**config.mk**
```make
export PLATFORM = sky130hd
export DESIGN_NAME = dual_traffic_lamp_blinker_unit
export DESIGN_NICKNAME = d
export VERILOG_FILES = /design/src/rtl/dtlb_pkg.sv /design/src/rtl/dual_traffic_lamp_blinker_unit.sv
export SDC_FILE = /design/constraint.sdc
export NUM_CORES = 1
export LEC_CHECK = 0
export ABC_AREA = 1
export ABC_CLOCK_PERIOD_IN_PS = 4340
export BUFFER_PORTS_ARGS = -buffer_cell sky130_fd_sc_hd__buf_2
export CAP_MARGIN = 10
export CORE_ASPECT_RATIO = 1.25
export CORE_UTILIZATION = 69
export CTS_BUF_LIST = sky130_fd_sc_hd__clkbuf_8
export CTS_CLUSTER_SIZE = 12
export DETAILED_ROUTE_END_ITERATION = 10
export PLACE_DENSITY = 0.94
export SYNTH_ARGS = -nofsm -noshare
export SYNTH_HDL_FRONTEND = slang
export SYNTH_SLANG_ARGS = --single-unit
```
**constraint.sdc**
```tcl
create_clock -name clk_i -period 4.34 [get_ports clk_i]
set_input_delay 0.217 -clock clk_i [delete_from_list [all_inputs] [get_ports clk_i]]
set_output_delay 0.217 -clock clk_i [all_outputs]
set_load 0.005 [all_outputs]
```
**src/rtl/dtlb_pkg.sv**
```systemverilog
// Shared constants, codes and lookup functions of the dual traffic lamp blinker.
package dtlb_pkg;

  // Number of lamps: inner green, yellow, red, then outer green, yellow, red.
  localparam int unsigned NUM_LAMPS = 6;
  localparam int unsigned LAMPS_PER_SIGNAL = 3;
  localparam int unsigned LAMP_IDX_W = 3;

  // Default width of the period and elapsed-tick counters.
  localparam int unsigned TIME_BITS = 16;

  localparam int unsigned WORD_W = 16;
  localparam int unsigned COUNT_W = 8;
  localparam int unsigned CFG_DATA_W = 16;
  localparam int unsigned CFG_IDX_W = 1;

  // A toggle count of all ones means the lamp blinks forever.
  localparam logic [COUNT_W-1:0] TOGGLE_FOREVER = 8'hff;

  // Reset value of the blink period register.
  localparam logic [CFG_DATA_W-1:0] BLINK_PERIOD_RESET = 16'd500;

  // Request operation codes.
  localparam logic [1:0] OP_TICK = 2'd0;
  localparam logic [1:0] OP_NAMED = 2'd1;
  localparam logic [1:0] OP_PATTERN = 2'd2;
  localparam logic [1:0] OP_SET_LAMP = 2'd3;

  // Configuration register indexes.
  localparam logic [CFG_IDX_W-1:0] REG_BLINK_PERIOD = 1'b0;
  localparam logic [CFG_IDX_W-1:0] REG_ACTIVE_HIGH = 1'b1;

  // Named states.
  localparam logic [2:0] STATE_OFF = 3'd0;
  localparam logic [2:0] STATE_NEEDCODE = 3'd1;
  localparam logic [2:0] STATE_CONFLICT = 3'd2;
  localparam logic [2:0] STATE_ACCEPTED = 3'd3;
  localparam logic [2:0] STATE_DENIED = 3'd4;
  localparam logic [2:0] STATE_PASS = 3'd5;

  // Bit positions of the nibbles inside a pattern word.
  localparam int unsigned SLAVE_ON_LSB = 0;
  localparam int unsigned SLAVE_BLINK_LSB = 4;
  localparam int unsigned MASTER_ON_LSB = 8;
  localparam int unsigned MASTER_BLINK_LSB = 12;

  // True when the index names one of the six states.
  function automatic logic named_valid(input logic [2:0] idx);
    logic ok;
    ok = 1'b0;
    case (idx)
      STATE_OFF, STATE_NEEDCODE, STATE_CONFLICT,
      STATE_ACCEPTED, STATE_DENIED, STATE_PASS: ok = 1'b1;
      default: ok = 1'b0;
    endcase
    return ok;
  endfunction

  // Pattern word of a named state.
  function automatic logic [WORD_W-1:0] named_word(input logic [2:0] idx);
    logic [WORD_W-1:0] w;
    w = 16'h0000;
    case (idx)
      STATE_OFF: w = 16'h0000;
      STATE_NEEDCODE: w = 16'h0204;
      STATE_CONFLICT: w = 16'h2244;
      STATE_ACCEPTED: w = 16'h0104;
      STATE_DENIED: w = 16'h4404;
      STATE_PASS: w = 16'h0404;
      default: w = 16'h0000;
    endcase
    return w;
  endfunction

endpackage

```
**src/rtl/dual_traffic_lamp_blinker_unit.sv**
```systemverilog
// Top level of the dual traffic lamp blinker: lamp timers, pattern decode and result register.
//
// This block drives the six lamps of an inner and an outer signal (green, yellow and red
// for each) and takes one request per clock cycle whenever its result register is free or
// being emptied in the same cycle. A request is either a tick, which advances every blinking
// lamp by one step, a named state or a raw pattern word, which reloads all six lamps at once,
// or a write of a single lamp. The whole update is done in one pass of combinational logic
// from the lamp state registers to their next values, so every request reaches the result
// register in the cycle after it is taken and the next request can follow at once; the result
// register is the only place where the two sides can hold each other up. Each result shows
// the lamp states after its request has been applied, both as logical on bits and as pin
// levels after the polarity setting. The blink period and polarity registers must only be
// written while no request is outstanding; the pin levels of a result are fixed at the
// moment its request is taken.
module dual_traffic_lamp_blinker_unit #(
  parameter int unsigned TimeBits = dtlb_pkg::TIME_BITS
) (
  input  logic                                 clk_i,
  input  logic                                 rst_ni,
  // Configuration write port.
  input  logic                                 cfg_we_i,
  input  logic [dtlb_pkg::CFG_IDX_W-1:0]       cfg_index_i,
  input  logic [dtlb_pkg::CFG_DATA_W-1:0]      cfg_data_i,
  // Request channel.
  input  logic                                 in_valid_i,
  output logic                                 in_stall_o,
  input  logic [1:0]                           op_i,
  input  logic [2:0]                           state_index_i,
  input  logic [dtlb_pkg::WORD_W-1:0]          pattern_i,
  input  logic                                 inner_master_i,
  input  logic [dtlb_pkg::LAMP_IDX_W-1:0]      lamp_index_i,
  input  logic                                 lamp_on_i,
  input  logic [15:0]                          lamp_period_i,
  input  logic [dtlb_pkg::COUNT_W-1:0]         toggle_count_i,
  input  logic                                 end_off_i,
  // Result channel.
  output logic                                 out_valid_o,
  input  logic                                 out_stall_i,
  output logic [dtlb_pkg::NUM_LAMPS-1:0]       lamp_levels_o,
  output logic [dtlb_pkg::NUM_LAMPS-1:0]       lamps_lit_o
);

  localparam int unsigned NumLamps = dtlb_pkg::NUM_LAMPS;
  localparam int unsigned PerSignal = dtlb_pkg::LAMPS_PER_SIGNAL;

  // Configuration registers.
  logic [dtlb_pkg::CFG_DATA_W-1:0] blink_period_q;
  logic                            active_high_q;

  // Per-lamp state.
  logic [NumLamps-1:0]              lit_q, lit_d;
  logic [TimeBits-1:0]              period_q [NumLamps];
  logic [TimeBits-1:0]              period_d [NumLamps];
  logic [dtlb_pkg::COUNT_W-1:0]     toggles_q [NumLamps];
  logic [dtlb_pkg::COUNT_W-1:0]     toggles_d [NumLamps];
  logic [NumLamps-1:0]              off_end_q, off_end_d;
  logic [TimeBits-1:0]              elapsed_q [NumLamps];
  logic [TimeBits-1:0]              elapsed_d [NumLamps];

  // Result register.
  logic                  out_valid_q;
  logic [NumLamps-1:0]   levels_q;
  logic [NumLamps-1:0]   lit_out_q;

  logic in_accept;
  logic [dtlb_pkg::WORD_W-1:0] word;
  logic word_load;
  logic [TimeBits-1:0] blink_time;
  logic [TimeBits-1:0] single_time;

  // A request is taken whenever the result register is empty or is being read this cycle.
  assign in_stall_o = out_valid_q && out_stall_i;
  assign in_accept  = in_valid_i && !in_stall_o;

  // Periods are stored at the timer width, cut or zero-extended as it requires.
  assign blink_time  = TimeBits'(blink_period_q);
  assign single_time = TimeBits'(lamp_period_i);

  // A named state is simply a fixed pattern word; an unknown state loads nothing.
  always_comb begin
    word      = pattern_i;
    word_load = 1'b0;
    case (op_i)
      dtlb_pkg::OP_NAMED: begin
        word      = dtlb_pkg::named_word(state_index_i);
        word_load = dtlb_pkg::named_valid(state_index_i);
      end
      dtlb_pkg::OP_PATTERN: begin
        word      = pattern_i;
        word_load = 1'b1;
      end
      default: begin
        word      = pattern_i;
        word_load = 1'b0;
      end
    endcase
  end

  // Next state of every lamp. The six lamps are independent, so each gets its own copy of
  // the timer and load logic.
  always_comb begin
    logic [TimeBits-1:0] next_elapsed;
    logic                is_master;
    logic                pat_on;
    logic                pat_blink;
    int unsigned         colour;
    for (int k = 0; k < NumLamps; k++) begin
      lit_d[k]     = lit_q[k];
      period_d[k]  = period_q[k];
      toggles_d[k] = toggles_q[k];
      off_end_d[k] = off_end_q[k];
      elapsed_d[k] = elapsed_q[k];

      next_elapsed = elapsed_q[k] + TimeBits'(1);
      // Inner lamps take the master nibbles when inner_master is set, outer lamps otherwise.
      is_master = ((k < PerSignal) == inner_master_i);
      colour    = k % PerSignal;
      pat_on    = is_master ? word[dtlb_pkg::MASTER_ON_LSB + colour]
                            : word[dtlb_pkg::SLAVE_ON_LSB + colour];
      pat_blink = is_master ? word[dtlb_pkg::MASTER_BLINK_LSB + colour]
                            : word[dtlb_pkg::SLAVE_BLINK_LSB + colour];

      case (op_i)
        dtlb_pkg::OP_TICK: begin
          // Steady lamps do not count; a blinking lamp acts when its period has expired.
          if (period_q[k] != '0) begin
            if (next_elapsed < period_q[k]) begin
              elapsed_d[k] = next_elapsed;
            end else begin
              if (toggles_q[k] != '0) begin
                lit_d[k] = !lit_q[k];
                if (toggles_q[k] != dtlb_pkg::TOGGLE_FOREVER) begin
                  toggles_d[k] = toggles_q[k] - 8'd1;
                end
              end else begin
                if (off_end_q[k]) begin
                  lit_d[k] = 1'b0;
                end
                period_d[k] = '0;
              end
              elapsed_d[k] = '0;
            end
          end
        end
        dtlb_pkg::OP_NAMED, dtlb_pkg::OP_PATTERN: begin
          if (word_load) begin
            lit_d[k]     = pat_on;
            period_d[k]  = pat_blink ? blink_time : '0;
            toggles_d[k] = dtlb_pkg::TOGGLE_FOREVER;
            off_end_d[k] = 1'b1;
            elapsed_d[k] = '0;
          end
        end
        dtlb_pkg::OP_SET_LAMP: begin
          // An index beyond the last lamp matches no lamp and so changes nothing.
          if (lamp_index_i == dtlb_pkg::LAMP_IDX_W'(k)) begin
            lit_d[k]     = lamp_on_i;
            period_d[k]  = single_time;
            toggles_d[k] = toggle_count_i;
            off_end_d[k] = end_off_i;
            elapsed_d[k] = '0;
          end
        end
        default: begin
          lit_d[k] = lit_q[k];
        end
      endcase
    end
  end

  // Configuration registers.
  always_ff @(posedge clk_i or negedge rst_ni) begin
    if (!rst_ni) begin
      blink_period_q <= dtlb_pkg::BLINK_PERIOD_RESET;
      active_high_q  <= 1'b1;
    end else if (cfg_we_i) begin
      case (cfg_index_i)
        dtlb_pkg::REG_BLINK_PERIOD: blink_period_q <= cfg_data_i;
        dtlb_pkg::REG_ACTIVE_HIGH: active_high_q <= cfg_data_i[0];
        default: active_high_q <= active_high_q;
      endcase
    end
  end

  // Lamp state, updated once per accepted request.
  always_ff @(posedge clk_i or negedge rst_ni) begin
    if (!rst_ni) begin
      lit_q     <= '0;
      off_end_q <= '0;
      for (int k = 0; k < NumLamps; k++) begin
        period_q[k]  <= '0;
        toggles_q[k] <= '0;
        elapsed_q[k] <= '0;
      end
    end else if (in_accept) begin
      lit_q     <= lit_d;
      off_end_q <= off_end_d;
      for (int k = 0; k < NumLamps; k++) begin
        period_q[k]  <= period_d[k];
        toggles_q[k] <= toggles_d[k];
        elapsed_q[k] <= elapsed_d[k];
      end
    end
  end

  // Result valid flag.
  always_ff @(posedge clk_i or negedge rst_ni) begin
    if (!rst_ni) begin
      out_valid_q <= 1'b0;
    end else if (in_accept) begin
      out_valid_q <= 1'b1;
    end else if (!out_stall_i) begin
      out_valid_q <= 1'b0;
    end
  end

  // Result payload: the lamp states after the request, raw and with polarity applied.
  always_ff @(posedge clk_i) begin
    if (in_accept) begin
      lit_out_q <= lit_d;
      levels_q  <= active_high_q ? lit_d : ~lit_d;
    end
  end

  assign out_valid_o   = out_valid_q;
  assign lamp_levels_o = levels_q;
  assign lamps_lit_o   = lit_out_q;

endmodule

```
* Yosys cells after proc, flatten, opt, wreduce, memory -nomap -nowiden
Index checks and enable logic that the tools add are counted.
** Word-level totals
- Bits in registers :: 282
- Input port bits :: 73
- Output and inout port bits :: 14
- Word-level logic and storage cells :: 338
** Operators by class
- Add/subtract/negate cells :: 12
- $lt $le $gt $ge :: 6
- Eq/ne operators :: 57
- Multiplexer cells :: 178
- Bitwise gates (word level) :: 2
- Reductions and logical operators :: 53
** Operator list (count)
- 16-bit 2-to-1 mux :: 55
- 16-bit case mux with 3 select lines :: 12
- 8-bit 2-to-1 mux :: 31
- 8-bit case mux with 3 select lines :: 6
- 16-bit by 1-bit adder with 16-bit output (second input constant) :: 6
- 16-bit less-than comparator :: 6
- 16-bit nonzero test :: 6
- 15-bit case mux with 5 select lines :: 1
- 2-bit != test (second input constant) :: 37
- 1-bit 2-to-1 mux :: 58
- 8-bit != test (second input constant) :: 6
- 4-bit AND reduction :: 12
- 8-bit nonzero test :: 6
- 8-bit by 1-bit subtractor with 8-bit output (second input constant) :: 6
- 7-bit AND reduction :: 6
- 6-bit AND reduction :: 6
- 1-bit case mux with 3 select lines :: 6
- 15-bit 2-to-1 mux :: 1
- 1-bit case mux with 2 select lines :: 7
- 3-bit by 2-bit equality test with 1-bit output (second input constant) :: 4
- 3-bit equality test (second input constant) :: 4
- 1-bit logical NOT :: 7
- 3-bit by 1-bit equality test with 1-bit output (second input constant) :: 2
- 3-bit logical NOT :: 2
- other kinds (12) :: 15

* Logic depth before layout (Yosys ltp)
Gate-level depths: netlist of run 1.
- Word-level depth :: 8
- Depth in mapped cells :: 22
- Depth with buffers taken out :: 22

* Worst setup path before layout of run 1
Ideal clock, no wire load.
- Path type :: flip-flop to flip-flop
- Start point :: register elapsed_q[48] (netlist bit)
- End point :: register period_q[53] (netlist bit)
- Setup time :: 0.131 ns
- Data arrival time :: 2.847 ns
- Required time :: 4.209 ns
- Slack :: 1.363 ns
- Stages on the path, launching flop included :: 21
- Path buffers :: 1
- Clock period less this slack :: 2.977 ns
- Path through :: dfrtp_1 > ha_1 > nand2_1 > nor2_1 > nand3_1 > nor2_1 > nand2_1 > nor2_1 > nand2_1 > o21ai_0 > inv_1 > ha_1 > nand2_1 > nor2_1 > a21oi_1 > nand2_1 > nand2_1 > nand2_1 > nand3_1 > clkbuf_1 > o21ai_0
** Between the ends
- Cells in the longest elaborated chain, start to end :: 4
** RTL lines
- start, declared :: RTL line dual_traffic_lamp_blinker_unit.sv:57 : logic [TimeBits-1:0] elapsed_q [NumLamps];
- start signal, assigned by index :: RTL line dual_traffic_lamp_blinker_unit.sv:201 : elapsed_q[k] <= elapsed_d[k];
- 16-bit by 1-bit adder with 16-bit output :: RTL line dual_traffic_lamp_blinker_unit.sv:114 : next_elapsed = elapsed_q[k] + TimeBits'(1);
- 16-bit less-than comparator :: RTL line dual_traffic_lamp_blinker_unit.sv:127 : if (next_elapsed < period_q[k]) begin
- 2-bit != test (no source line)
- 6-bit AND reduction (no source line)
- end signal, assigned by index :: RTL line dual_traffic_lamp_blinker_unit.sv:199 : period_q[k] <= period_d[k];
- end, declared :: RTL line dual_traffic_lamp_blinker_unit.sv:52 : logic [TimeBits-1:0] period_q [NumLamps];
Every way passes these cells.
A chain may end at the register's enable or synchronous reset.

* Worst setup path in the final report of run 1
- Start point :: register elapsed_q[32] (netlist bit)
- End point :: register period_q[39] (netlist bit)
The elaborated chain is that of the path after synthesis.

==> impl.org, run 1 <==
** Power and ir drop
- For this design the static power due to leakage is 10.7 nW.
- Fraction of power spent switching nets :: 0.400
- Worst supply voltage drop on vdd :: 0.000401 V
- The share of total power dissipated in sequential elements is 0.394.
- The analysis attributes to net switching a power of 0.00379 W.
- Power per unit of standard cell area :: 461 nW/um^2
- The internal portion of the total power is 0.00569 W.
- Combinational share of power :: 0.348
- Clock network fraction of design power :: 0.258

** Synth
- Synthesized area per cell :: 7.32 um^2
- Post-Synthesis Cell Area :: 18,700 um^2
- Of the post-synthesis cell area, the dominant cell type holds 0.351.
- The synthesized design spends more area on one cell type than any other, namely dfrtp_1.
- Post-synthesis instance total :: 2,558
- In this run, distinct cell masters in the synthesized netlist total 50.
- Total nets after synthesis :: 2,751
- Synth warnings :: 0
- Largest cells by area after synthesis :: dfrtp_1, nand2_1, ha_1
- The synthesized design contains 282 register bits.
- Fraction of the yosys area taken by sequential cells :: 0.381
- After synthesis, the share of flip-flops with an asynchronous set or reset is 0.957.
- In this run, synthesis inferred 12 flip-flops with an integrated enable.
- The most used flip-flop cell after synthesis is dfrtp_1.

** STA
- Measured against its own limit, the worst slew margin works out to 0.307.
- Upper clock frequency limit :: 0.251 GHz
- Setup repair after global routing left no endpoint under its margin.
- Summed over all failing endpoints, the final setup total negative slack is 0 ns.
- Final hold analysis gives a worst-case slack of 0.0910 ns.
- Worst Max-Slew Pin Slew :: 1.04 ns
- Maximum clock skew at final layout :: 0.0239 ns
- Min Tclk post-route :: 3.99 ns
- Setup violations remaining at the end of the flow were counted as 0.
- Final count of pins violating max slew :: 0
- Final Hold Viols :: 0
- Share of the clock period used by the worst path :: 0.919

** Drt
- Across all layers, the routed design uses 18,100 vias.
- The routed design has 52,700 um of wire.
- 1st-iter DRT viols :: 1,676
- The first detailed-routing pass took 7 iterations.
- Once detail routing completed, the nets flagged for antenna violations numbered 0.
- Detail-routed net length per standard cell :: 17.4 um
- # DRC :: 0
- After detailed routing, the number of vias per cell comes to 5.97.

** Die
- For this configuration, the core starts out at a cell density of 0.700.
- IO Count :: 87
- Standard cell core area :: 26,700 um^2
- Die Span X :: 149 um
- Placement Rows :: 67
- The die covers 27,800 um^2.
- In this run the vertical extent of the chip is 186 um.

** Setup path
- At the worst endpoint, the required time is 4.77 ns.
- The worst setup path is captured at a flop.
- In this run the critical register-to-register path is launched from elapsed_q[32].
- In this run the critical register-to-register path is captured at period_q[39].
- Critical path's slowest cell :: nand3_2
- Kind of critical path :: flop to flop
- For this run, the slowest stage of the critical path takes 0.48 ns.
- The cell family contributing the most delay on the critical path is simple AND/OR/NAND/NOR gates.
- CP bufs+invs :: 4
- In this design, the critical path's most frequently occurring cell is nand2_1.
- Data on the critical path arrives at its endpoint at 4.42 ns.
- Across all register-to-register paths, the minimum setup slack is 0.35 ns.
- Count of cells along the worst register-to-register path :: 20
- In this run the worst path has a maximum fanout of 32.
- The signal on the critical path passes through ha_1 > nand3_1 > inv_1 > nand3_1 > inv_1 > nand3_1 > nor3_1 > nand2_1 > nand2_1 > inv_1 > ha_1 > nand2_1 > nor4_1 > nand2_1 > nand2_1 > inv_1 > nand2_1 > nand3_2 > nand2_1 > o21ai_0.
- The worst setup path is launched from a flop.

** Run status
- Outcome :: completed

** Clock network
- # hold bufs at CTS :: 21
- Once the clock tree was built, the resizer swapped 0 gates to a different size.
- The later pin in the worst-skew pair is clocked with a latency of 0.59 ns.
- # H-tree levels :: 2
- TritonCTS built the clock tree.
- Counting the buffers created by CTS gives 46.
- Clock tree synthesis selected as its root buffer the cell clkbuf_8.
- Buffer count from post-CTS setup fixing :: 0
- CTS saw 282 sinks.
- Maximum count of clock buffers along a single path :: 3
- Clock slew at the register clock pins of the worst setup and hold paths :: 0.07 ns

** Placed design
- In this run the tool buffered the top-level ports with 82 buffer cells.
- The congestion estimate from routability-driven global placement came to 0.995.
- The wire-length estimate of the detail-placed layout is 37,100 um.

** Global route
- The via count of the first global-routing pass was 17,600.
- Across every metal layer, demand over resource in global routing totals 0.386.
- Entering global routing, the biggest net connects 114 pins.
- The number of antenna violations at the first check in global routing is 0.
- The first global-routing pass estimated 84,600 um of wire.
- Summed over all layers, the global routing overflow is 0.

** Cells and area
- In the layout the commonest cells are nand2_1, inv_1, dfrtp_1.
- Net count reported at finish :: 2,843
- The library cell used most frequently in the layout, excluding fill and tap cells, is nand2_1.
- In the final layout, the share of cells above drive strength 1 is 0.0972.
- Growth of design area from synthesis to finish :: 9.75%
- 0 antenna diodes ended up in the layout.

** Worst hold path
- HP Start :: end_off_i
- Hold crit path type :: input pin to flop
- Hold Path Depth :: 3
- For hold timing, the worst endpoint is off_end_q[3].

** Flow run
- Across the run, the number of max-cap violations was 0.
==> state kept, by name, indices dropped and copies added (netlist names) <==
signal / flops
elapsed_q: 96
period_q: 96
toggles_q: 48
blink_period_q: 16
lamp_levels_o: 6
lamps_lit_o: 6
lit_q: 6
off_end_q: 6
active_high_q: 1
out_valid_o: 1
==> how the worst max path moves through the flow <==
stage	end	start	slack, ns	cells after the start
floorplan	period_q[53]	elapsed_q[48]	1.36	20
global placement	period_q[59]	elapsed_q[48]	0.88	21
detailed placement	period_q[38]	elapsed_q[32]	0.59	19
CTS	period_q[39]	elapsed_q[32]	0.50	20
global route	period_q[39]	elapsed_q[32]	0.08	20
finish	period_q[39]	elapsed_q[32]	0.35	20
==> synthesized netlist by cell type (all sizes together), types with 2 or more instances <==
cell type,number
a21oi,98
a22o,2
a31oi,6
buf,39
clkbuf,34
clkinv,3
dfrtp,263
dfstp,7
edfxtp,12
ha,120
inv,383
mux2,15
mux2i,2
nand2,768
nand3,140
nand3b,4
nand4,47
nor2,127
nor3,34
nor4,25
o21a,6
o21ai,282
o22ai,43
o41ai,2
or2,12
xor2,78
==> power by group through the flow <==
| stage | sequential (W) | combinational [W] | clock [W] |
|---|---|---|---|
| floorplan | 0.00360 | 0.00239 | 0 |
| global placement | 0.00371 | 0.00298 | 0 |
| detailed placement | 0.00374 | 0.00318 | 0 |
| CTS | 0.00371 | 0.00324 | 0.00245 |
| global route | 0.00380 | 0.00376 | 0.00258 |
| finish | 0.00373 | 0.00330 | 0.00244 |
==> worst min-delay path, cell delays in order <==
cell and delay [ns]:
buf_2 0.08, nor2_1 0.15, o21ai_0 0.20
==> routing by layer <==
| layer | share of wire | vias to the layer above | global-route usage | wire length, um |
|---|---|---|---|---|
| met5 | 0 | - | 0 | 0 |
| met4 | 0.054 | 0 | 0.220 | 2850 |
| met3 | 0.090 | 222 | 0.0754 | 4740 |
| met2 | 0.48 | 948 | 0.654 | 25300 |
| met1 | 0.38 | 8464 | 0.458 | 19800 |
| li1 | - | 8467 | - | - |
==> cell type report <==
cell class                 count  area [um^2]
multi-input combinational   1817         9830
sequential                   282         7130
fill                        1836         6190
inverter                     386         1460
clock buffer                  62          853
timing repair buffer         117          748
tap                          345          432
clock inverter                22          114
==> cells by family after synthesis <==
family | Yosys count | share of synthesized area
AND/OR/NAND/NOR | 1158 | 0.267
buffers and inverters | 459 | 0.0949
AO/OA/AOI/OAI | 443 | 0.130
flip-flops | 282 | 0.381
adder cells (fa/ha/maj) | 120 | 0.0802
XOR/XNOR | 79 | 0.0369
multiplexers | 17 | 0.0101
==> through the flow <==
step | std cells | setup slack [ns] | utilization | area, um^2 | total power [W]
global placement | 2926 | 0.884 | 0.725 | 19400 | 0.00669
global route | 3031 | 0.0846 | 0.769 | 20600 | 0.0101
detailed placement | 2926 | 0.591 | 0.725 | 19400 | 0.00691
floorplan | 2558 | 1.36 | - | 18700 | 0.00599
finish | 3031 | 0.353 | 0.769 | 20600 | 0.00948
CTS | 3031 | 0.501 | 0.769 | 20600 | 0.00940
Power figures use the tool's default switching activity.
==> run 2: changes to the inputs <==
--- a/config.mk
+++ b/config.mk
@@ -6,15 +6,17 @@
 export NUM_CORES = 1
 export LEC_CHECK = 0
 export ABC_AREA = 1
-export ABC_CLOCK_PERIOD_IN_PS = 4340
+export ABC_CLOCK_PERIOD_IN_PS = 3700
 export BUFFER_PORTS_ARGS = -buffer_cell sky130_fd_sc_hd__buf_2
 export CAP_MARGIN = 10
+export CELL_PAD_IN_SITES_DETAIL_PLACEMENT = 1
+export CELL_PAD_IN_SITES_GLOBAL_PLACEMENT = 2
 export CORE_ASPECT_RATIO = 1.25
-export CORE_UTILIZATION = 69
+export CORE_UTILIZATION = 38
 export CTS_BUF_LIST = sky130_fd_sc_hd__clkbuf_8
 export CTS_CLUSTER_SIZE = 12
 export DETAILED_ROUTE_END_ITERATION = 10
-export PLACE_DENSITY = 0.94
+export PLACE_DENSITY = 0.85
 export SYNTH_ARGS = -nofsm -noshare
 export SYNTH_HDL_FRONTEND = slang
 export SYNTH_SLANG_ARGS = --single-unit
==> constraint.sdc (replaced) <==
create_clock -name clk_i -period 3.7 [get_ports clk_i]
set_input_delay 0.185 -clock clk_i [delete_from_list [all_inputs] [get_ports clk_i]]
set_output_delay 0.185 -clock clk_i [all_outputs]
set_load 0.005 [all_outputs]
==> impl.org, run 2 (synthesis results as in run 1) <==
** Run status
- Outcome :: completed (unchanged)

** Drt
- The remaining antenna violation count after routing is 0 (unchanged).
- Vias :: 17,600 (was 18,100)
- 1st-iter DRT viols :: 821 (was 1,676)
- Detailed Route WL :: 62,500 um (was 52,700 um)
- Length of the first detailed-routing pass in iterations :: 7 (unchanged)
- The ratio of routed vias to standard cells is 5.24 (was 5.97).
- The average wire length per cell after detail routing was 18.6 um (was 17.4 um).
- # DRC :: 0 (unchanged)

** Global route
- Busiest grt layer :: met2 (unchanged)
- Met1 Usage GRT :: 0.316 (was 0.458)
- The total global-route track usage is 0.252 (was 0.386).
- First-pass GRT wire length :: 100,000 um (was 84,600 um)
- The number of antenna violations at the first check in global routing was 2 (was 0).
- The met2 layer usage reported by global route was 0.434 (was 0.654).
- The via count of the first global-routing pass came to 18,700 (was 17,600).
- The pin count of the biggest net entering global routing is 104 (was 114).
- The met3 routing resource usage after global routing came to 0.0389 (was 0.0754).
- The remaining global-route overflow is 0 (unchanged).

** Cells and area
- Footprint of the multi-input gates :: 9950 um^2 (was 9830 um^2)
- Most common cell after layout, fill and taps aside :: nand2_1 (unchanged)
- Growth of design area from synthesis to finish :: 14.0% (was 9.75%)
- Net count reported at finish :: 2,869 (was 2,843)
- Commonest cells after routing, fill and taps aside: nand2_1, inv_1, dfrtp_1 (unchanged).
- Register Area :: 7130 um^2 (about the same)
- Largest registers in the final layout :: elapsed_q: 96 flops, period_q: 96 flops, toggles_q: 48 flops (unchanged)
- Fill cell instance count of the final layout :: 6,127 (was 1,836)
- Fraction of final layout cells sized beyond drive strength 1 :: 0.114 (was 0.0972)

** Die
- The area of the die was 50,200 um^2 (was 27,800 um^2).
- Placement Rows :: 90 (was 67)
- Initial core utilization :: 0.387 (was 0.700)
- Die Span X :: 201 um (was 149 um)
- Standard cell core area :: 48,400 um^2 (was 26,700 um^2)
- The die boundary height is 250 um (was 186 um).
- IO Count :: 87 (unchanged)

** Power and ir drop
- The switching power came to 0.00467 W (was 0.00379 W).
- The relative contribution of the clock network to total power is 0.270 (was 0.258).
- Internal portion of total power :: 0.00682 W (was 0.00569 W)
- Leakage power :: 10.9 nW (was 10.7 nW)
- Fraction of power spent switching nets :: 0.407 (was 0.400)
- The share of total power in combinational logic came to 0.349 (was 0.348).
- The power per cell area was 538 nW/um^2 (was 461 nW/um^2).
- The portion of total power attributed to sequential cells was 0.381 (was 0.394).
- Worst supply voltage drop on vdd :: 0.000349 V (was 0.000401 V)

** Clock network
- The cell chosen for the clock root was clkbuf_8 (unchanged).
- The maximum buffer depth of the clock tree was 3 (unchanged).
- The post-CTS clock slew at the launch and capture registers of the worst setup and hold paths is 0.06 ns (was 0.07 ns).
- TritonCTS clock tree :: yes (unchanged)
- The CTS sink count was 282 (unchanged).
- Number of buffers created by CTS :: 53 (was 46)
- Source-to-sink clock delay at the later pin of the worst-skew pair :: 0.65 ns (was 0.59 ns)
- The number of H-tree branching levels came to 2 (unchanged).

** Worst hold path
- Hold crit path type :: input pin to flop (unchanged)

** STA
- The worst clock skew on the final layout came to 0.0219 ns (was 0.0239 ns).
- The final critical-path required period is 3.36 ns (was 3.99 ns).
- Min setup slack post-route :: 0.338 ns (was 0.353 ns)
- RSZ-0062 raised after global routing: false (unchanged).
- The worst-margin pin slew came to 0.926 ns (was 1.04 ns).
- The final-report max-slew violation count came to 0 (unchanged).
- The share of the clock period used by the worst path after layout was 0.909 (was 0.919).
- Final Hold Viols :: 0 (unchanged)
- The achievable clock frequency came to 0.297 GHz (was 0.251 GHz).
- Final hold slack :: 0.0918 ns (was 0.0910 ns)
- Final-report setup violation count :: 0 (unchanged)
- The worst-case headroom to the max-slew limit was 0.383 (was 0.307).

** Setup path
- Nature of the critical path endpoint :: flop (unchanged)
- The start-to-end type of the worst setup path is flop to flop (unchanged).
- Sort of element at the start of the critical path :: flop (unchanged)
- The required time reported for the critical path endpoint is 4.25 ns (was 4.77 ns).
- Maximum fanout count along the critical path :: 32 (unchanged)
- Worst Path Arrival :: 3.91 ns (was 4.42 ns)

** Placed design
- DP Worst Slack :: -0.0598 ns (was 0.591 ns)
- The weighted congestion at the end of routability-driven global placement is 0.882 (was 0.995).
- The total of buffers placed on input and output ports came to 82 (unchanged).
- The placed wire-length estimate after detailed placement was 46,200 um (was 37,100 um).

** Flow run
- Maximum Capacitance Violations :: 0 (unchanged)
==> run 2: cell types whose count changed in the layout (fill, tap and decap cells not counted), moves of 4 or more <==
cell     delta
buf_4      +12
inv_1       +8
nand2_1     -7
nand2_2     +6
nor2_1      -5
buf_12      +4
nor2_2      +4
nor4_1      -4
==> run 2: layout make-up <==
class,count,area share
diodes,1,0.000117
clock inverters,34,0.00779
clock buffers,65,0.0419
repair buffers,136,0.0445
multi-input cells,1817,0.466
well taps,644,0.0377
inverters,386,0.0681
flip-flops and latches,282,0.334
==> run 2: per-layer routing <==
layer  part of all wire  vias to the layer above
li1                   -                     8502
met4              0.036                        2
met2               0.49                      375
met1               0.43                     8615
met5            0.00021                        -
met3              0.044                      125
==> run 2: what timing repair did <==
item	in CTS	in global routing
endpoints found under the hold margin	119	0
hold buffers	22	0
setup endpoints to repair	5	117
pin swaps	0	2
setup buffers	0	0
resized for setup	2	32
==> run 2: power groups by stage <==
| stage | clock network [W] | logic, W | registers [W] |
|---|---|---|---|
| 2_1_floorplan | 0 | 0.00280 | 0.00422 |
| 3_3_place_gp | 0 | 0.00375 | 0.00440 |
| 3_5_place_dp | 0 | 0.00395 | 0.00442 |
| 4_1_cts | 0.00321 | 0.00400 | 0.00438 |
| 5_1_grt | 0.00333 | 0.00463 | 0.00448 |
| 6_report | 0.00310 | 0.00401 | 0.00438 |
==> run 2: final timing paths <==
| check | slack (ns) | cells after the start | to | start |
|---|---|---|---|---|
| max in group asynchronous | 2.56 | 3 | toggles_q[36] | rst_ni |
| worst min register to register | 0.48 | 2 | off_end_q[0] | off_end_q[0] |
| worst min-delay path | 0.09 | 7 | toggles_q[19] | toggle_count_i[3] |
| worst max-delay path | 0.34 | 21 | period_q[60] | elapsed_q[48] |
| min in group asynchronous | 0.18 | 2 | elapsed_q[52] | rst_ni |
| worst max register to register | 0.34 | 21 | period_q[60] | elapsed_q[48] |
==> run 2: metrics by stage <==
step                      std cells  area [um^2]  utilization  total power (W)  setup TNS (ns)
after global routing           3365        21400        0.441           0.0124               0
final                          3365        21400        0.441           0.0115               0
after floorplan                2558        18700            -          0.00702               0
after CTS                      3364        21200        0.438           0.0116               0
after detailed placement       3243        19900        0.412          0.00837         -0.0598
after global placement         3243        19900        0.412          0.00815               0
==> run 2: critical path: stages, from the launching register on <==
cell and delay (ns):
dfrtp_2 0.41, ha_1 0.20, nand2_1 0.07, nor2_2 0.12
nand3_1 0.11, nor2_1 0.12, nand2_1 0.11, nor2_2 0.15
nand2_1 0.10, nand2_1 0.13, inv_1 0.06, ha_1 0.27
nand2_1 0.12, o21ai_0 0.14, a21oi_2 0.29, nand2_4 0.13
nand2_1 0.09, nand2_1 0.13, nand3_1 0.17, buf_12 0.19
nand2_1 0.08, o21ai_0 0.09
==> run 3: changes to the inputs <==
--- a/config.mk
+++ b/config.mk
@@ -12,11 +12,11 @@
 export CELL_PAD_IN_SITES_DETAIL_PLACEMENT = 1
 export CELL_PAD_IN_SITES_GLOBAL_PLACEMENT = 2
 export CORE_ASPECT_RATIO = 1.25
-export CORE_UTILIZATION = 38
-export CTS_BUF_LIST = sky130_fd_sc_hd__clkbuf_8
+export CORE_UTILIZATION = 37
+export CTS_BUF_LIST = sky130_fd_sc_hd__clkbuf_4 sky130_fd_sc_hd__clkbuf_8 sky130_fd_sc_hd__clkbuf_16
 export CTS_CLUSTER_SIZE = 12
 export DETAILED_ROUTE_END_ITERATION = 10
-export PLACE_DENSITY = 0.85
+export PLACE_DENSITY = 0.84
 export SYNTH_ARGS = -nofsm -noshare
 export SYNTH_HDL_FRONTEND = slang
 export SYNTH_SLANG_ARGS = --single-unit
==> impl.org, run 3 (synthesis results as in run 1) <==
** Placed design
- The weighted congestion at the end of routability-driven global placement came to 0.871 (was 0.882).
- The worst setup timing slack at the placement stage is 0.0531 ns (was -0.0598 ns).
- The total of buffers placed on input and output ports came to 82 (unchanged).
- The placed wire-length estimate after detailed placement came to 45,800 um (was 46,200 um).

** Drt
- Vias :: 17,300 (was 17,600)
- The DRC marker count from the first detailed-route iteration is 758 (was 821).
- The ratio of routed vias to standard cells came to 5.17 (was 5.24).
- The remaining antenna violation count after routing came to 0 (unchanged).
- The number of design rule violations left after detail routing came to 0 (unchanged).
- Detailed Route WL :: 61,200 um (was 62,500 um)
- Detail-routed net length per standard cell :: 18.3 um (was 18.6 um)
- The total iterations of the first detailed-routing run is 5 (was 7).

** Cells and area
- The most frequent standard cell in the layout excluding fill and tap cells is nand2_1 (unchanged).
- The share of final-layout standard cells stronger than drive strength 1 is 0.110 (was 0.114).
- Register Area :: 7130 um^2 (about the same)
- The number of nets in the layout is 2,857 (was 2,869).
- Commonest cells after routing, fill and taps aside: nand2_1, inv_1, dfrtp_1 (unchanged).
- Largest registers in the final layout: elapsed_q: 96 flops, period_q: 96 flops, toggles_q: 48 flops (unchanged).
- Fill cell instance count of the final layout :: 6,251 (was 6,127)
- The growth of design area from synthesis to finish was 15.2% (was 14.0%).
- The antenna diode count was 0 (was 1).
- Footprint of the multi-input gates :: 9900 um^2 (was 9950 um^2)

** STA
- The worst clock skew on the final layout is 0.0235 ns (was 0.0219 ns).
- The share of the clock period used by the worst path after layout is 0.917 (was 0.909).
- The final critical-path required period came to 3.39 ns (was 3.36 ns).
- The smallest setup slack after layout was 0.309 ns (was 0.338 ns).
- Final-report setup violation count :: 0 (unchanged)
- Upper clock frequency limit :: 0.295 GHz (was 0.297 GHz)
- Final count of pins violating max slew :: 0 (unchanged)
- The count of final hold-check violations was 0 (unchanged).
- Rel. slew slack :: 0.310 (was 0.383)
- The worst-margin pin slew came to 1.03 ns (was 0.926 ns).

** Setup path
- The family with the most delay on the worst path was simple AND/OR/NAND/NOR gates (unchanged).
- CP bufs+invs :: 3 (was 2)
- The cell repeated most along the worst path is nand2_1 (unchanged).
- Nature of the critical path endpoint :: flop (unchanged)
- Kind of critical path :: flop to flop (unchanged)
- Cell chain of the critical path: ha_1 > nand3_1 > inv_1 > nand3_1 > inv_1 > nand3_1 > nor3_2 > or2_2 > nand2_1 > inv_1 > ha_1 > nand2_1 > o21ai_0 > a21oi_1 > nand2_1 > nand2_1 > nand2_1 > nand3_1 > nand3_1 > nand2_1 (was ha_1 > nand2_1 > nor2_2 > nand3_1 > nor2_1 > nand2_1 > nor2_2 > nand2_1 > nand2_1 > inv_1 > ha_1 > nand2_1 > o21ai_0 > a21oi_2 > nand2_4 > nand2_1 > nand2_1 > nand3_1 > buf_12 > nand2_1 > o21ai_0).
- Worst Path Arrival :: 3.70 ns (was 3.91 ns)
- The slowest library cell on the worst path is dfrtp_1 (was dfrtp_2).
- The critical path startpoint category is a flop (unchanged).
- The largest stage delay on the critical path came to 0.45 ns (was 0.41 ns).
- The number of stages on the worst setup path is 20 (was 21).
- Count of cells along the worst register-to-register path :: 20 (was 21)
- The critical-path maximum fanout came to 7 (was 32).
- Data required time at the worst endpoint :: 4.01 ns (was 4.25 ns)

** Die
- The standard cell core area came to 49,600 um^2 (was 48,400 um^2).
- The row count is 91 (was 90).
- Die height :: 254 um (was 250 um)
- Initial core utilization :: 0.377 (was 0.387)
- The die width was 203 um (was 201 um).
- IO Count :: 87 (unchanged)
- Die area :: 51,500 um^2 (was 50,200 um^2)

** Clock network
- The post-CTS clock slew at the launch and capture registers of the worst setup and hold paths was 0.06 ns (about the same).
- Source-to-sink clock delay at the later pin of the worst-skew pair :: 0.56 ns (was 0.65 ns)
- Maximum count of clock buffers along a single path :: 3 (unchanged)
- # H-tree levels :: 2 (unchanged)
- Buffer cell driving the clock tree root :: clkbuf_16 (was clkbuf_8)
- TritonCTS clock tree :: yes (unchanged)
- The CTS buffer count is 37 (was 53).
- Number of sinks on the clock net :: 282 (unchanged)

** Power and ir drop
- Tot Pwr :: 0.0122 W (was 0.0115 W)
- Internal portion of total power :: 0.00754 W (was 0.00682 W)
- Fraction of power spent switching nets :: 0.382 (was 0.407)
- Relative contribution of sequential cells to total power :: 0.359 (was 0.381)
- Clock network fraction of design power :: 0.314 (was 0.270)
- Worst supply voltage drop on vdd :: 0.000330 V (was 0.000349 V)
- The share of total power in combinational logic was 0.327 (was 0.349).
- Power per unit of standard cell area :: 566 nW/um^2 (was 538 nW/um^2)
- The switching power was 0.00467 W (about the same).
- The reported leakage power is 10.9 nW (about the same).

** Flow run
- Maximum Capacitance Violations :: 0 (unchanged)

** Global route
- Gr usage total :: 0.243 (was 0.252)
- The remaining global-route overflow came to 0 (unchanged).
- The pin count of the biggest net entering global routing is 101 (was 104).
- The via count of the first global-routing pass was 18,500 (was 18,700).
- The number of antenna violations at the first check in global routing is 1 (was 2).
- First-pass GRT wire length :: 98,800 um (was 100,000 um)

** Worst hold path
- The path type of the worst min-delay path was input pin to flop (unchanged).
- The count of cells along the worst hold path was 3 (was 7).

** Run status
- Outcome :: completed (unchanged)
## run 3: cell count changes in the layout (fill, tap and decap cells not counted), moves of 3 or more
| cell | delta |
|---|---|
| nand2_1 | +3 |
| clkbuf_8 | -60 |
| bufinv_16 | +3 |
| clkbuf_16 | +40 |
| inv_1 | -25 |
| clkbuf_4 | +3 |
| buf_4 | +3 |
## run 3: power by group through the flow
stage,Combinational (W),Clock [W],Sequential (W)
floorplan,0.00280,0,0.00422
global route,0.00461,0.00405,0.00447
CTS,0.00398,0.00395,0.00438
detailed placement,0.00392,0,0.00442
global placement,0.00374,0,0.00440
finish,0.00399,0.00384,0.00438
## run 3: area by class of cell
type | count | area share
Timing Repair Buffer | 140 | 0.0463
Clock inverter | 17 | 0.00916
Tap cell | 651 | 0.0377
Multi-Input combinational cell | 1817 | 0.459
Clock buffer | 48 | 0.0506
Sequential cell | 282 | 0.330
Inverter | 386 | 0.0674
## run 3: metrics by stage
| stage | instances | hold slack (ns) | TNS [ns] | cell area, um^2 | utilization |
|---|---|---|---|---|---|
| after floorplan | 2558 | -0.111 | 0 | 18700 | - |
| after global placement | 3250 | 0.237 | 0 | 19900 | 0.402 |
| after detailed placement | 3250 | 0.237 | 0 | 19900 | 0.402 |
| after CTS | 3336 | 0.0760 | 0 | 21400 | 0.432 |
| after global routing | 3341 | 0.115 | -0.122 | 21600 | 0.435 |
| final | 3341 | 0.111 | 0 | 21600 | 0.435 |
## run 3: tightest hold or removal path, delay by kind of cell
kind / cells / cell delay, ns
simple gates: 1 / 0.15
compound gates: 1 / 0.19
buf+inv: 1 / 0.10
## run 3: repair_timing
action,4_1_cts,5_1_grt
resized for setup,0,26
setup buffers,0,5
hold endpoints to repair,90,0
endpoints found under the setup margin,0,169
hold buffers,21,0
## run 3: metal layers
layer	GRT usage	vias up	routed length, um
met5	0	-	14
li1	-	8479	-
met3	0.0405	119	2440
met4	0.0952	2	2340
met1	0.306	8382	27000
met2	0.414	302	29400
## run 3: path summary, 6_finish.rpt
check | from | to | slack [ns]
worst min register to register | period_q[3] | period_q[3] | 0.48
max in group asynchronous | rst_ni | elapsed_q[4] | 2.41
worst max-delay path | elapsed_q[32] | lamp_levels_o[3] | 0.31
min in group asynchronous | rst_ni | elapsed_q[57] | 0.23
worst max register to register | elapsed_q[32] | lamp_levels_o[3] | 0.31
worst min-delay path | end_off_i | off_end_q[2] | 0.11
